--- src/rtl/core/cmb_pkg.sv ---
// Package for the coverage max-blend ARGB4444 blitter.
// Holds sizes, register indexes, item kinds, shared structs and the divide-by-15 helper.
// No dependencies; every other file of the block but cmb_ram imports it.
`default_nettype none

package cmb_pkg;

	// Store geometry and framebuffer layout.
	localparam int MAX_BOX_WIDTH  = 512;
	localparam int MAX_BOX_HEIGHT = 64;
	localparam int LINE_STRIDE    = 2048;
	localparam int MAX_PAGES      = 4;

	localparam int STORE_DEPTH  = MAX_BOX_WIDTH * MAX_BOX_HEIGHT;
	localparam int COL_W        = $clog2(MAX_BOX_WIDTH);
	localparam int ROW_W        = $clog2(MAX_BOX_HEIGHT);
	localparam int ADDR_W       = $clog2(STORE_DEPTH);
	localparam int STRIDE_BYTES = 2 * LINE_STRIDE;
	localparam int PAGE_CNT_W   = $clog2(MAX_PAGES + 1);

	// Item and result field widths.
	localparam int FUNC_W  = 2;
	localparam int POSX_W  = 11;
	localparam int POSY_W  = 8;
	localparam int COV_W   = 8;
	localparam int OFF_W   = 27;
	localparam int PIX_W   = 16;
	localparam int PIDX_W  = 2;
	localparam int NIB_W   = 4;

	// Queue between front and back.
	localparam int QUEUE_DEPTH = 2;

	// Configuration port.
	localparam int PADDR_W   = 5;
	localparam int PDATA_W   = 32;
	localparam int REG_IDX_W = 3;

	localparam logic [REG_IDX_W-1:0] REG_BOX_WIDTH  = 3'd0;
	localparam logic [REG_IDX_W-1:0] REG_BOX_HEIGHT = 3'd1;
	localparam logic [REG_IDX_W-1:0] REG_COLOR      = 3'd2;
	localparam logic [REG_IDX_W-1:0] REG_ORIGIN_X   = 3'd3;
	localparam logic [REG_IDX_W-1:0] REG_ORIGIN_Y   = 3'd4;
	localparam logic [REG_IDX_W-1:0] REG_PAGE_ROWS  = 3'd5;
	localparam logic [REG_IDX_W-1:0] REG_PAGE_COUNT = 3'd6;

	// Reset values of the registers.
	localparam logic [9:0]  RST_BOX_WIDTH  = 10'd512;
	localparam logic [6:0]  RST_BOX_HEIGHT = 7'd38;
	localparam logic [11:0] RST_COLOR      = 12'hFFF;
	localparam logic [10:0] RST_ORIGIN_X   = 11'd0;
	localparam logic [11:0] RST_ORIGIN_Y   = 12'd0;
	localparam logic [11:0] RST_PAGE_ROWS  = 12'd1080;
	localparam logic [2:0]  RST_PAGE_COUNT = 3'd1;

	// Reciprocal of 15 for values up to 225: floor(x/15) = (x*137) >> 11.
	localparam int DIV15_MUL   = 137;
	localparam int DIV15_SHIFT = 11;

	// Item function codes.
	typedef enum logic [FUNC_W-1:0] {
		FUNC_BLEND = 2'd0,
		FUNC_EMIT  = 2'd1,
		FUNC_CLEAR = 2'd2
	} func_t;

	// Configuration register file.
	typedef struct packed {
		logic [9:0]  box_width;
		logic [6:0]  box_height;
		logic [11:0] color;
		logic [10:0] origin_x;
		logic [11:0] origin_y;
		logic [11:0] page_rows;
		logic [2:0]  page_count;
	} cmb_cfg_t;

	// A classified item waiting for the back end.
	typedef struct packed {
		func_t             kind;
		logic [ADDR_W-1:0] addr;
		logic [COL_W-1:0]  col;
		logic [ROW_W-1:0]  row;
		logic [COV_W-1:0]  cov;
	} cmb_op_t;

	// Status from the back end to the front end.
	typedef struct packed {
		logic clearing;
	} cmb_stat_t;

	// Floor of x/15 for x up to 225, by reciprocal multiplication.
	function automatic logic [NIB_W-1:0] div15(input logic [7:0] x);
		logic [15:0] p;
		p = 16'(x) * 16'(DIV15_MUL);
		return p[DIV15_SHIFT +: NIB_W];
	endfunction

endpackage

`default_nettype wire

--- src/rtl/core/cmb_queue.sv ---
// Short FIFO of classified items between the front and back ends.
// Depends on cmb_pkg for the entry type and depth.
`default_nettype none

module cmb_queue import cmb_pkg::*; (
	input  wire logic    clk,
	input  wire logic    arst_n,
	input  wire logic    push,
	input  cmb_op_t      push_op,
	input  wire logic    pop,
	output cmb_op_t      head,
	output logic         empty,
	output logic         full
);

	localparam int PTR_W = (QUEUE_DEPTH > 1) ? $clog2(QUEUE_DEPTH) : 1;
	localparam int CNT_W = $clog2(QUEUE_DEPTH + 1);

	cmb_op_t           entry_q [QUEUE_DEPTH];
	logic [PTR_W-1:0]  wr_ptr_q;
	logic [PTR_W-1:0]  rd_ptr_q;
	logic [CNT_W-1:0]  count_q;

	assign empty = (count_q == '0);
	assign full  = (count_q == CNT_W'(QUEUE_DEPTH));
	assign head  = entry_q[rd_ptr_q];

	// Pointers and fill count.
	always_ff @(posedge clk or negedge arst_n) begin
		if (!arst_n) begin
			wr_ptr_q <= '0;
			rd_ptr_q <= '0;
			count_q  <= '0;
		end else begin
			if (push) begin
				wr_ptr_q <= (wr_ptr_q == PTR_W'(QUEUE_DEPTH - 1)) ? '0 : wr_ptr_q + 1'b1;
			end
			if (pop) begin
				rd_ptr_q <= (rd_ptr_q == PTR_W'(QUEUE_DEPTH - 1)) ? '0 : rd_ptr_q + 1'b1;
			end
			if (push && !pop) begin
				count_q <= count_q + 1'b1;
			end else if (pop && !push) begin
				count_q <= count_q - 1'b1;
			end
		end
	end

	// Entry storage.
	always_ff @(posedge clk) begin
		if (push) begin
			entry_q[wr_ptr_q] <= push_op;
		end
	end

endmodule

`default_nettype wire

--- config.mk ---
export PLATFORM = sky130hd
export DESIGN_NAME = cmb_queue
export DESIGN_NICKNAME = d
export VERILOG_FILES = /design/src/rtl/core/cmb_pkg.sv /design/src/rtl/core/cmb_queue.sv
export SDC_FILE = /design/constraint.sdc
export NUM_CORES = 1
export LEC_CHECK = 0
export ABC_AREA = 1
export BUFFER_PORTS_ARGS = -buffer_cell sky130_fd_sc_hd__buf_2
export CAP_MARGIN = 5
export CORE_MARGIN = 2
export CORE_UTILIZATION = 45
export CTS_BUF_LIST = sky130_fd_sc_hd__clkbuf_4 sky130_fd_sc_hd__clkbuf_8
export CTS_CLUSTER_DIAMETER = 30
export CTS_CLUSTER_SIZE = 40
export DETAILED_ROUTE_END_ITERATION = 7
export GPL_ROUTABILITY_DRIVEN = 0
export GPL_TIMING_DRIVEN = 0
export PLACE_DENSITY = 0.74
export SYNTH_ARGS = -nofsm -noshare
export SYNTH_HDL_FRONTEND = slang
export SYNTH_SLANG_ARGS = --single-unit
--- constraint.sdc ---
create_clock -name clk -period 5.7 [get_ports clk]
set_input_delay 0.285 -clock clk [delete_from_list [all_inputs] [get_ports clk]]
set_output_delay 0.285 -clock clk [all_outputs]
set_load 0.1 [all_outputs]
==> out/results.tsv <==
metric	value	unit
status	finished, final reports clean	
yosys.area.top_type_share	72.9	%
max_clock_freq	521	MHz
end_kind	output port	
startpoint	rd_ptr_q$_DFFE_PN0P_	
cp_max_fo	10	
antenna_cells	0	
placed_cells	335	
instances_no_fill	352	
arrival	1.64	ns
regArea	0.00250	mm²
antenna_found_initial	0	
maxSlewViolCount	0	
grt.total_usage	12.9	%
fin_tns_setup	0	ns
worst_pin_slew	0.870	ns
cts.htree.levels	3	
crit_required	5.41	ns
pin_count	86	
slowest_stage	buf_2	
hold_viol	0	
clock_sinks	84	
yosysMostFrequentCell	edfxtp_1	
cts_resized	0	
synth_ff_type	edfxtp_1	
synthTopCellsByArea	edfxtp_1 73%, mux2_4 18%, dfrtp_1 3.0%	
cpLargestDelayFamily	buffers and inverters	
grt.overflow.total	0	
cts_buffer_depth	2	
design.core.area	0.00718	mm²
io_buffer_count	85	
post-place-ws	4.13	ns
yosysTopAreaCell	edfxtp_1	
fin_crit	1.92	ns
hp-start	push_op[32]	
grt_max_degree	41	
root_buffer	clkbuf_8	
drt-vias-per-instance	4.53	
crit_type	reg2out	
die_h	89.6	µm
synth_common_cells	80 x edfxtp_1, 39 x mux2_4, 7 x inv_1	
final_util	57.2	%
clk-insertion-delay-late	0.34	ns
fin_crit_sh	33.7	%
setup_violations	0	
fillerInstances	572	
initial_utilization	45.9	%
relSlewSlack	41.9	%
syn_area	0.00330	mm²
clkTransAtPathRegs	0.09	ns
wl	5.07	mm
via_count	1593	
cp-start-kind	flop	
cp_num_buf_inv	3	
critPathMaxStageDelay	0.43	ns
synth.distinct_cells	14	
synthCells	150	
grt_pass1_wl	7.42	mm
numCtsBuffers	9	
dieArea	0.00803	mm²
min_path_type	in2reg	
layout.nets	293	
num_rows	31	
dr.pass1.iters	4	
r2r_slack	4.16	ns
syn_nets	195	
ys_seq_area_share	75.9	%
synthArstFlopShare	4.76	%
tritoncts	yes	
wire_per_inst	14.4	µm
synth_edf_count	80	
ys_ff_latch	84	
first_global_vias	1627	
yosysWarnings	0	
cp_cell_sequence	buf_6 > buf_12 > mux2_4 > buf_2	
dp_hpwl	3.45	mm
fin_skew	0.00971	ns
r2r-start	wr_ptr_q$_DFFE_PN0P_	
drive_above_1_share	58.9	%
maxCapViolations	0	
setup_ws	3.78	ns
die-width	89.6	µm
antenna_left	0	
drc	0	
area_growth	24.6	%
multi_input_area	684	µm²
first_iter_violations	44	
syn_area_per_cell	22.0	µm²
grt_setup_unrepaired	false	
metal layers:
metal	routed length, µm	part of all wire [%]	up-vias	GRT usage, %
li1	-	-	767	-
met1	2080	41	769	14.6
met2	2640	52	48	22.4
met3	234	4.6	9	3.11
met4	110	2.2	0	7.33
met5	0	0	-	0
registers in the layout, indices dropped and copies added, names as in the netlist:
signal	flops
count_q	2
entry_q	80
rd_ptr_q	1
wr_ptr_q	1
layout make-up:
cell class | count | share of cell area (%)
Buffer | 5 | 2.22
Clock buffer | 11 | 3.38
Clock inverter | 5 | 2.07
Inverter | 7 | 0.640
Multi-Input combinational cell | 54 | 16.7
Sequential cell | 84 | 60.9
Tap cell | 99 | 3.02
Timing Repair Buffer | 87 | 11.1
final timing paths:
| check | to | cells after the start |
|---|---|---|
| worst max-delay path | head[36] | 4 |
| worst min-delay path | entry_q[0][32]$_DFFE_PP_ | 1 |
| worst max register to register | entry_q[1][36]$_DFFE_PP_ | 2 |
| worst min register to register | count_q[1]$_DFFE_PN0P_ | 2 |
| max in group asynchronous | rd_ptr_q$_DFFE_PN0P_ | 2 |
| min in group asynchronous | count_q[0]$_DFFE_PN0P_ | 2 |
stage by stage:
stage | hold slack, ns | cell area, µm²
floorplan | -0.0106 | 3300
CTS | 0.110 | 4110
global route | 0.103 | 4110
finish | 0.128 | 4110
detailed placement | 0.0995 | 3870
global placement | 0.0977 | 3850
placed cells by master, fill, tap and decap left out, drive strengths merged:
master and n:
buf 91, bufinv 2, clkbuf 11, clkinv 1, clkinvlp 1, dfrtp 4
dlygate4sd3 1, edfxtp 80, ha 1, inv 8, mux2 40, nand2 5
nand3 1, nand4 1, nor2 3, xnor2 1, xor2 2
kinds of logic after synthesis:
group         synth area share [%]
xor+xnor                     0.797
flops                         75.9
buf+inv                       3.57
fa+ha+maj                    0.379
mux                           18.1
simple gates                  1.25
timing repair:
action / in CTS / in global routing
hold buffers: 1 / 0
buffers inserted: 0 / 0
setup endpoints to repair: 0 / 0
endpoints found under the hold margin: 4 / 0
Power is not shown: default switching activity piles up to over one toggle a cycle in this logic, so the estimate is an artifact.
