<file path="src/rtl/core/cmb_pkg.sv">
// Package for the coverage max-blend ARGB4444 blitter.
// Holds sizes, register indexes, item kinds, shared structs and the divide-by-15 helper.
// No dependencies; every other file of the block but cmb_ram imports it.
`default_nettype none

package cmb_pkg;

	// Store geometry and framebuffer layout.
	localparam int MAX_BOX_WIDTH  = 512;
	localparam int MAX_BOX_HEIGHT = 64;
	localparam int LINE_STRIDE    = 2048;
	localparam int MAX_PAGES      = 4;

	localparam int STORE_DEPTH  = MAX_BOX_WIDTH * MAX_BOX_HEIGHT;
	localparam int COL_W        = $clog2(MAX_BOX_WIDTH);
	localparam int ROW_W        = $clog2(MAX_BOX_HEIGHT);
	localparam int ADDR_W       = $clog2(STORE_DEPTH);
	localparam int STRIDE_BYTES = 2 * LINE_STRIDE;
	localparam int PAGE_CNT_W   = $clog2(MAX_PAGES + 1);

	// Item and result field widths.
	localparam int FUNC_W  = 2;
	localparam int POSX_W  = 11;
	localparam int POSY_W  = 8;
	localparam int COV_W   = 8;
	localparam int OFF_W   = 27;
	localparam int PIX_W   = 16;
	localparam int PIDX_W  = 2;
	localparam int NIB_W   = 4;

	// Queue between front and back.
	localparam int QUEUE_DEPTH = 2;

	// Configuration port.
	localparam int PADDR_W   = 5;
	localparam int PDATA_W   = 32;
	localparam int REG_IDX_W = 3;

	localparam logic [REG_IDX_W-1:0] REG_BOX_WIDTH  = 3'd0;
	localparam logic [REG_IDX_W-1:0] REG_BOX_HEIGHT = 3'd1;
	localparam logic [REG_IDX_W-1:0] REG_COLOR      = 3'd2;
	localparam logic [REG_IDX_W-1:0] REG_ORIGIN_X   = 3'd3;
	localparam logic [REG_IDX_W-1:0] REG_ORIGIN_Y   = 3'd4;
	localparam logic [REG_IDX_W-1:0] REG_PAGE_ROWS  = 3'd5;
	localparam logic [REG_IDX_W-1:0] REG_PAGE_COUNT = 3'd6;

	// Reset values of the registers.
	localparam logic [9:0]  RST_BOX_WIDTH  = 10'd512;
	localparam logic [6:0]  RST_BOX_HEIGHT = 7'd38;
	localparam logic [11:0] RST_COLOR      = 12'hFFF;
	localparam logic [10:0] RST_ORIGIN_X   = 11'd0;
	localparam logic [11:0] RST_ORIGIN_Y   = 12'd0;
	localparam logic [11:0] RST_PAGE_ROWS  = 12'd1080;
	localparam logic [2:0]  RST_PAGE_COUNT = 3'd1;

	// Reciprocal of 15 for values up to 225: floor(x/15) = (x*137) >> 11.
	localparam int DIV15_MUL   = 137;
	localparam int DIV15_SHIFT = 11;

	// Item function codes.
	typedef enum logic [FUNC_W-1:0] {
		FUNC_BLEND = 2'd0,
		FUNC_EMIT  = 2'd1,
		FUNC_CLEAR = 2'd2
	} func_t;

	// Configuration register file.
	typedef struct packed {
		logic [9:0]  box_width;
		logic [6:0]  box_height;
		logic [11:0] color;
		logic [10:0] origin_x;
		logic [11:0] origin_y;
		logic [11:0] page_rows;
		logic [2:0]  page_count;
	} cmb_cfg_t;

	// A classified item waiting for the back end.
	typedef struct packed {
		func_t             kind;
		logic [ADDR_W-1:0] addr;
		logic [COL_W-1:0]  col;
		logic [ROW_W-1:0]  row;
		logic [COV_W-1:0]  cov;
	} cmb_op_t;

	// Status from the back end to the front end.
	typedef struct packed {
		logic clearing;
	} cmb_stat_t;

	// Floor of x/15 for x up to 225, by reciprocal multiplication.
	function automatic logic [NIB_W-1:0] div15(input logic [7:0] x);
		logic [15:0] p;
		p = 16'(x) * 16'(DIV15_MUL);
		return p[DIV15_SHIFT +: NIB_W];
	endfunction

endpackage

`default_nettype wire

</file>
<file path="src/rtl/core/cmb_ifs.sv">
// Valid/ready channel interfaces for the blitter's item input and result output.
// Depends on cmb_pkg for field widths.
`default_nettype none

interface cmb_item_if import cmb_pkg::*; ();
	logic                     valid;
	logic                     ready;
	logic [FUNC_W-1:0]        func;
	logic signed [POSX_W-1:0] pos_x;
	logic signed [POSY_W-1:0] pos_y;
	logic [COV_W-1:0]         coverage;

	modport source (output valid, func, pos_x, pos_y, coverage, input ready);
	modport sink   (input valid, func, pos_x, pos_y, coverage, output ready);
endinterface


`default_nettype wire

</file>
<file path="src/rtl/core/cmb_front.sv">
// Front end: accepts items, clips positions to the box and queues real work.
// Depends on cmb_pkg and the item interface in cmb_ifs.
`default_nettype none

module cmb_front import cmb_pkg::*; (
	cmb_item_if.sink     items,
	input  cmb_cfg_t     cfg,
	input  cmb_stat_t    stat,
	input  wire logic    q_full,
	output logic         push,
	output cmb_op_t      push_op
);

	logic [9:0] bw_eff;
	logic [6:0] bh_eff;
	logic [9:0] px_u;
	logic [6:0] py_u;
	logic       x_ok;
	logic       y_ok;
	logic       func_ok;
	logic [COL_W-1:0] col;
	logic [ROW_W-1:0] row;

	// Hold off items while the store is being cleared or the queue is full.
	assign items.ready = !q_full && !stat.clearing;

	// Clip the signed position to the clamped box size.
	always_comb begin
		bw_eff  = (cfg.box_width == '0) ? 10'd1 : cfg.box_width;
		bh_eff  = (cfg.box_height == '0) ? 7'd1 : cfg.box_height;
		px_u    = items.pos_x[9:0];
		py_u    = items.pos_y[6:0];
		x_ok    = !items.pos_x[POSX_W-1] && (px_u < bw_eff) && (int'(px_u) < MAX_BOX_WIDTH);
		y_ok    = !items.pos_y[POSY_W-1] && (py_u < bh_eff) && (int'(py_u) < MAX_BOX_HEIGHT);
		func_ok = (items.func == FUNC_BLEND) || (items.func == FUNC_EMIT) ||
			(items.func == FUNC_CLEAR);
		col     = COL_W'(px_u);
		row     = ROW_W'(py_u);
	end

	// Build the queue entry; dropped items are accepted but not queued.
	always_comb begin
		push_op.kind = func_t'(items.func);
		push_op.addr = ADDR_W'(row) * ADDR_W'(MAX_BOX_WIDTH) + ADDR_W'(col);
		push_op.col  = col;
		push_op.row  = row;
		push_op.cov  = items.coverage;
		push         = items.valid && items.ready && x_ok && y_ok && func_ok;
	end

endmodule

`default_nettype wire

</file>
<file path="src/flat_wrapper.sv">
// flat-port wrapper written by rule: the top's interface ports become plain ports
module cmb_front_flat import cmb_pkg::*;
  (cfg, stat, q_full, push, push_op, items_valid, items_func, items_pos_x, items_pos_y, items_coverage, items_ready);
  cmb_item_if items_i ();
  input  cmb_cfg_t cfg;
  input  cmb_stat_t stat;
  input  wire logic q_full;
  output logic push;
  output cmb_op_t push_op;
  input wire logic [$bits(items_i.valid)-1:0] items_valid;
  input wire logic [$bits(items_i.func)-1:0] items_func;
  input wire logic [$bits(items_i.pos_x)-1:0] items_pos_x;
  input wire logic [$bits(items_i.pos_y)-1:0] items_pos_y;
  input wire logic [$bits(items_i.coverage)-1:0] items_coverage;
  output wire logic [$bits(items_i.ready)-1:0] items_ready;
  assign items_i.valid = items_valid;
  assign items_i.func = items_func;
  assign items_i.pos_x = items_pos_x;
  assign items_i.pos_y = items_pos_y;
  assign items_i.coverage = items_coverage;
  assign items_ready = items_i.ready;
  cmb_front u_core (.items(items_i), .cfg(cfg), .stat(stat), .q_full(q_full), .push(push), .push_op(push_op));
endmodule
</file>
<file path="config.mk">
export PLATFORM = sky130hd
export DESIGN_NAME = cmb_front_flat
export DESIGN_NICKNAME = d
export VERILOG_FILES = /design/src/rtl/core/cmb_pkg.sv /design/src/rtl/core/cmb_ifs.sv /design/src/rtl/core/cmb_front.sv /design/src/flat_wrapper.sv
export SDC_FILE = /design/constraint.sdc
export NUM_CORES = 1
export LEC_CHECK = 0
export BUFFER_PORTS_ARGS = -buffer_cell sky130_fd_sc_hd__buf_2
export CAP_MARGIN = 20
export CORE_MARGIN = 3
export CORE_UTILIZATION = 25
export DETAILED_ROUTE_END_ITERATION = 12
export PLACE_DENSITY = 0.82
export SLEW_MARGIN = 20
export SYNTH_ARGS = -nofsm -noshare
export SYNTH_HDL_FRONTEND = slang
export SYNTH_SLANG_ARGS = --single-unit
export TNS_END_PERCENT = 50
</file>
<file path="constraint.sdc">
create_clock -name vclk -period 1.2
set_input_delay 0.12 -clock vclk [all_inputs]
set_output_delay 0.12 -clock vclk [all_outputs]
set_load 0.02 [all_outputs]
</file>
==> flow_summary.ini, run 1 <==
[hold_path]
hp-class = input port to output port
holdCritStartpoint = items_coverage[5]

[job]
cap_viol_max_count = 0

[floorplanning]
die_x_um = 60.85
fp.dieArea_um2 = 3702
core_area_um2 = 2805
row_count = 19
start_util_pct = 26.81
io_pins = 141
die_h_um = 60.85

[detailed_routing]
routedWlPerCell_um = 11.02
drc = 0
drtIter0Drc = 8
drtAntennaViolNets = 0
finalWirelength_um = 2039
avgViaCountPerCell = 4.492
drt_pre_antenna_iters = 4
vias = 831

[finish]
nets = 270
finish.utilization_pct = 40.41
area_delta_synth_final_pct = 50.75
num-fill-cells = 298
diodes = 0
multi_input_area_um2 = 530.5
drive_above_1_share_pct = 72.08
clock_buffers = 0
design.seq.count = 0
seqCellArea_um2 = 0

[global_routing]
grt_pass1_vias = 757
grt_max_degree = 5
grt_pass1_wl_um = 3084
grt_overflow = 0
antenna_found_initial = 0
grt_usage_pct = 10.41

[sta]
worstMarginPinSlew_ns = 0.2618
setup_slack_ns = -0.2645
timing.fmax_ghz = 0.6828
finalHoldViolations = 0
min_period_over_period_pct = 122.0
slew_violations = 0
rsz0062_at_grt = true
setup_viol_count_final = 1
slew_headroom_pct = 82.42
period_needed_ns = 1.464
whs_ns = 0.2400

[pwr]
peakVddDrop_mv = 0.1474
p_clk_share_pct = 0
powerDensity_nw_per_um2 = 381.4
pwr-share-comb_pct = 100.0
switching_share_pct = 54.34
pwr-share-seq_pct = 0
internal_power_uw = 197.4
power_switching_uw = 235.0
leakage_uw = 0.0006315

[clock_tree]
cts_setup_buffers = 0

[worst_setup_path]
end_kind = output port
cp_top_family = buffers and inverters
path_max_fanout = 3
startpoint = items_pos_y[2]
crit_path_start_kind = input port
crit_slowest_cell = ha_1
arrival_ns = 1.34
cp_cell_sequence = buf_2, ha_1, nor2_1, a2111oi_4, buf_4, a2111oi_4, buf_4
cp_slowest_stage_delay_ns = 0.28
critPathBufInv = 3
required_ns = 1.08
path_class = input port to output port

[synthesis]
syn_avg_cell_area_um2 = 7.230
synth_top_area_share_pct = 39.93
synth.top_cells.by_area = buf_4 (40%), ha_1 (25%), inv_1 (8.0%)
syn_inst = 104
ys.warnings.count = 0
syn_nets = 218
yosysUniqueCellTypes = 21
netlist_area_um2 = 752.0
synth.top_cells.by_count = buf_4 (40), inv_1 (16), ha_1 (15)
synth-seq-area-share_pct = 0
synth.most_common_cell = buf_4
yosys.area.top_type = buf_4

[place]
place_hpwl_um = 1870
gp_congestion = 0.7484
portBuffers = 75

[outcome]
status = finished, violations left
failed_checks = setup timing
path summary, 6_finish.rpt:
path	depth (start not counted)	slack (ns)	endpoint
worst max-delay path	7	-0.26	push
worst min-delay path	0	0.24	push_op[5]
kinds of logic after synthesis:
family	synth area share (%)
compound gates	10.65
simple gates	16.47
fa+ha+maj	24.96
buf+inv	47.92
cell type report:
| type | instances | share of cell area [%] |
|---|---|---|
| well taps | 31 | 3.422 |
| multi-input cells | 48 | 46.80 |
| inverters | 16 | 5.298 |
| repair buffers | 90 | 44.48 |
per-layer routing:
layer / track usage (%) / share of wire [%] / vias up
met2: 20.00 / 48 / 52
met4: 0.3096 / 0.29 / 0
met1: 13.16 / 41 / 361
met3: 0.8511 / 11 / 2
met5: 0 / 0 / -
li1: - / - / 416
layout by cell type (no fill, tap or decap), drive strengths merged, types with 2 or more instances in the layout:
master	synthesis	final
a2111oi	2	2
buf	40	90
a21oi	5	5
nand4	3	3
inv	16	16
ha	15	15
nor3	2	2
nor2	3	3
nand2	3	3
nor4	5	5
power by group through the flow:
stage | logic [uW] | clock network, uW | registers (uW)
floorplan | 295 | 0 | 0
global placement | 378 | 0 | 0
detailed placement | 384 | 0 | 0
CTS | 432 | 0 | 0
global route | 483 | 0 | 0
finish | 432 | 0 | 0
timing repair:
| action | CTS | global route |
|---|---|---|
| resized for setup | 21 | 1 |
| hold buffers | 0 | 0 |
| endpoints found under the setup margin | 1 | 1 |
| pin swaps | 9 | 0 |
per-stage QoR:
step / cells / TNS [ns] / power [uW] / instance area (um2) / worst slack, ns
6_report: 185 / -0.2645 / 432.3 / 1134 / -0.2645
3_5_place_dp: 185 / -0.4116 / 384.3 / 1028 / -0.4116
5_1_grt: 185 / -0.3919 / 482.7 / 1134 / -0.3919
2_1_floorplan: 104 / -0.1520 / 294.7 / 802.0 / -0.1520
3_3_place_gp: 185 / -0.4058 / 377.6 / 1028 / -0.4058
4_1_cts: 185 / -0.2671 / 431.5 / 1129 / -0.2671
(Power assumes the default switching activity.)
==> run 2: changes to the inputs <==
==> constraint.sdc (replaced) <==
create_clock -name vclk -period 1.2
set_input_delay 0.12 -clock vclk [all_inputs]
set_output_delay 0.12 -clock vclk [all_outputs]
set_load 0.01 [all_outputs]
==> run 2 against run 1 <==
  * The run still ends with setup timing left
  * Worst hold slack about the same
  * Via count is 0.72% higher
  * Global-route usage about the same
  * Largest power group unchanged
==> flow_summary.ini, run 2 (synthesis results as in run 1) <==
[clock_tree]
cts_setup_buffers = 0
cts_hold_buf = 0

[pwr]
internal_power_uw = 233.6
pwr-share-seq_pct = 0
peakVddDrop_mv = 0.1325
power_switching_uw = 216.6
leakage_uw = 0.0006655
powerDensity_nw_per_um2 = 351.4
p_clk_share_pct = 0
switching_share_pct = 48.11
p_total_uw = 450.2
pwr-share-comb_pct = 100.0

[global_routing]
grt_pass1_vias = 766
grt_max_degree = 5
grt_usage_pct = 10.36
grt_overflow = 0
grt_pass1_wl_um = 3049
antenna_found_initial = 0

[finish]
seqCellArea_um2 = 0
diodes = 0
area_delta_synth_final_pct = 70.38
layout_common_cells = buf_2 (72), buf_4 (17), inv_1 (12)
drive_above_1_share_pct = 77.85
finish.utilization_pct = 45.67
final_common_cell = buf_2
nets = 274
clock_buffers = 0
design.seq.count = 0

[detailed_routing]
avgViaCountPerCell = 4.429
drt_pre_antenna_iters = 2
vias = 837
routedWlPerCell_um = 11.74
finalWirelength_um = 2219
drc = 0
drtIter0Drc = 3
drtAntennaViolNets = 0

[sta]
slew_headroom_pct = 82.65
period_needed_ns = 1.452
worstMarginPinSlew_ns = 0.2583
min_period_over_period_pct = 121.0
finalHoldViolations = 0
whs_ns = 0.2400
timing.fmax_ghz = 0.6885
setup_viol_count_final = 1
slew_violations = 0
fin_setup_tns_ns = -0.2524
rsz0062_at_grt = true
setup_slack_ns = -0.2524

[floorplanning]
die_x_um = 60.85
start_util_pct = 26.81
io_pins = 141
die_h_um = 60.85
core_area_um2 = 2805
row_count = 19
fp.dieArea_um2 = 3702

[place]
place_hpwl_um = 1880
portBuffers = 75
gp_congestion = 0.7518

[worst_setup_path]
end_kind = output port
required_ns = 1.08
path_class = input port to output port
crit_path_start_kind = input port
arrival_ns = 1.33
path_max_fanout = 2

[hold_path]
hp-class = input port to output port

[outcome]
status = finished, violations left
failed_checks = setup timing

[job]
cap_viol_max_count = 0
-- run 2: layout make-up --
cell class                 instances  area [um2]
timing repair buffer              94       544.3
tap                               31       38.79
multi-input combinational         48       638.1
inverter                          16       60.06
fill                             307        1524
-- run 2: path summary, 6_finish.rpt --
path | start | end | cells after the start
worst min-delay path | items_coverage[1] | push_op[1] | 0
worst max-delay path | items_pos_y[6] | push | 7
-- run 2: timing repair --
item,4_1_cts,5_1_grt
hold endpoints to repair,0,0
cloned,0,0
resized for setup,21,16
pin swaps,10,7
setup endpoints to repair,1,1
-- run 2: power groups by stage --
stage	Sequential (uW)	Combinational, uW	Clock [uW]
2_1_floorplan	0	239	0
3_5_place_dp	0	356	0
3_3_place_gp	0	348	0
5_1_grt	0	503	0
6_report	0	450	0
4_1_cts	0	408	0
-- run 2: through the flow --
stage,instances,instance area (um2),setup slack [ns]
after floorplan,104,807.0,-0.05817
after global placement,189,1064,-0.3612
after detailed placement,189,1064,-0.3687
after CTS,189,1194,-0.2580
after global routing,189,1281,-0.2980
final,189,1281,-0.2524
-- run 2: metal layers --
layer / wire length [um] / track usage (%) / vias up
li1: - / - / 425
met1: 852 / 13.41 / 363
met2: 1151 / 19.85 / 49
met3: 215 / 0.4255 / 0
met4: 0 / 0.3096 / 0
met5: 0 / 0 / -
-- run 2: critical path, stage by stage --
cell	delay (ns)
buf_2	0.12
buf_4	0.14
nor4b_4	0.25
and4_1	0.23
o221ai_2	0.11
a2111oi_4	0.18
buf_2	0.19
==> run 3: changes to the inputs <==
- PLACE_DENSITY: 0.82 -> 0.8
==> run 3 against run 2 <==
  * Combinational power shrank 9.8%
  * Critical path depth did not move
  * The flow still finishes with violations (setup timing)
  * Global-route usage is 0.47 points higher
  * Worst hold slack is the same
==> flow_summary.ini, run 3 (synthesis results as in run 1) <==
[outcome]
status = finished, violations left
failed_checks = setup timing

[sta]
timing.fmax_ghz = 0.6790
min_period_over_period_pct = 122.7
worstMarginPinSlew_ns = 0.2581
fin_setup_tns_ns = -0.2726
period_needed_ns = 1.473
rsz0062_at_grt = true
setup_viol_count_final = 1
finalHoldViolations = 0
slew_headroom_pct = 82.67
setup_slack_ns = -0.2726
slew_violations = 0

[worst_setup_path]
crit_path_start_kind = input port
arrival_ns = 1.35
cp_slowest_stage_delay_ns = 0.30
cp_cell_sequence = buf_2, buf_4, nor4_4, and3_4, nor4_4, a2111oi_4, buf_2
path_class = input port to output port
path_max_fanout = 2
end_kind = output port
required_ns = 1.08
crit_slowest_cell = a2111oi_4

[pwr]
pwr-share-seq_pct = 0
pwr-share-comb_pct = 100.0
switching_share_pct = 46.68
p_total_uw = 405.7
power_switching_uw = 189.4
internal_power_uw = 216.3
p_clk_share_pct = 0
peakVddDrop_mv = 0.1406
powerDensity_nw_per_um2 = 339.9
leakage_uw = 0.0006664

[finish]
clock_buffers = 0
multi_input_area_um2 = 528.0
diodes = 0
drive_above_1_share_pct = 71.07
num-fill-cells = 302
layout_common_cells = buf_2 (70), buf_4 (19), inv_1 (12)
design.seq.count = 0
area_delta_synth_final_pct = 58.73
final_common_cell = buf_2
nets = 275
seqCellArea_um2 = 0

[floorplanning]
fp.dieArea_um2 = 3702
die_h_um = 60.85
core_area_um2 = 2805
io_pins = 141
die_x_um = 60.85
row_count = 19
start_util_pct = 26.81

[place]
gp_congestion = 0.7812
place_hpwl_um = 1952
portBuffers = 75

[global_routing]
grt_usage_pct = 10.84
grt_pass1_wl_um = 3098
antenna_found_initial = 0
grt_overflow = 0
grt_pass1_vias = 780
grt_max_degree = 4

[detailed_routing]
drt_pre_antenna_iters = 2
drc = 0
drtIter0Drc = 20
vias = 843
routedWlPerCell_um = 11.39
drtAntennaViolNets = 0
avgViaCountPerCell = 4.437
finalWirelength_um = 2164

[job]
cap_viol_max_count = 0

[clock_tree]
cts_hold_buf = 0
cts_setup_buffers = 0

[hold_path]
hp-class = input port to output port
## run 3: final timing paths
kind                     end         startpoint  cells past startpoint  slack (ns)
hold / removal    push_op[0]  items_coverage[0]                      0        0.24
setup / recovery        push            cfg[65]                      7       -0.27
## run 3: power groups by stage
| stage | sequential [uW] | combinational, uW | clock, uW |
|---|---|---|---|
| 6_report | 0 | 406 | 0 |
| 5_1_grt | 0 | 453 | 0 |
| 4_1_cts | 0 | 393 | 0 |
| 3_5_place_dp | 0 | 361 | 0 |
| 3_3_place_gp | 0 | 352 | 0 |
| 2_1_floorplan | 0 | 239 | 0 |
## run 3: cell type report
type               instances  area share, %
inverters                 16          5.241
repair buffers            95          47.27
multi-input cells         48          44.23
well taps                 31          3.249
## run 3: metal layers
layer  global-route usage, %  vias up  part of all wire [%]
met4                  0.6192        0                  0.23
met5                       0        -                     0
li1                        -      428                     -
met3                  0.8511        2                    10
met2                   21.07       51                    48
met1                   13.41      362                    41
## run 3: worst max-delay path: cells and delay by family
family                 cells  cell delay, ns
AND/OR/NAND/NOR            3            0.51
AO/OA/AOI/OAI              1            0.30
buffers and inverters      3            0.41
## run 3: timing repair
item / 4_1_cts / 5_1_grt
hold endpoints to repair: 0 / 0
setup endpoints to repair: 1 / 1
pin swaps: 8 / 3
gates resized for setup: 15 / 10
## run 3: through the flow
stage               util [%]  worst slack (ns)  instance area, um2  hold WS [ns]  instances
finish                 42.55           -0.2726                1194        0.2400        190
CTS                    41.08           -0.2915                1152        0.2401        190
detailed placement     38.18           -0.3783                1071        0.2401        190
global placement       38.18           -0.3732                1071        0.2401        190
global route           42.55           -0.3352                1194        0.2400        190
floorplan                  -          -0.05817               807.0        0.2829        104
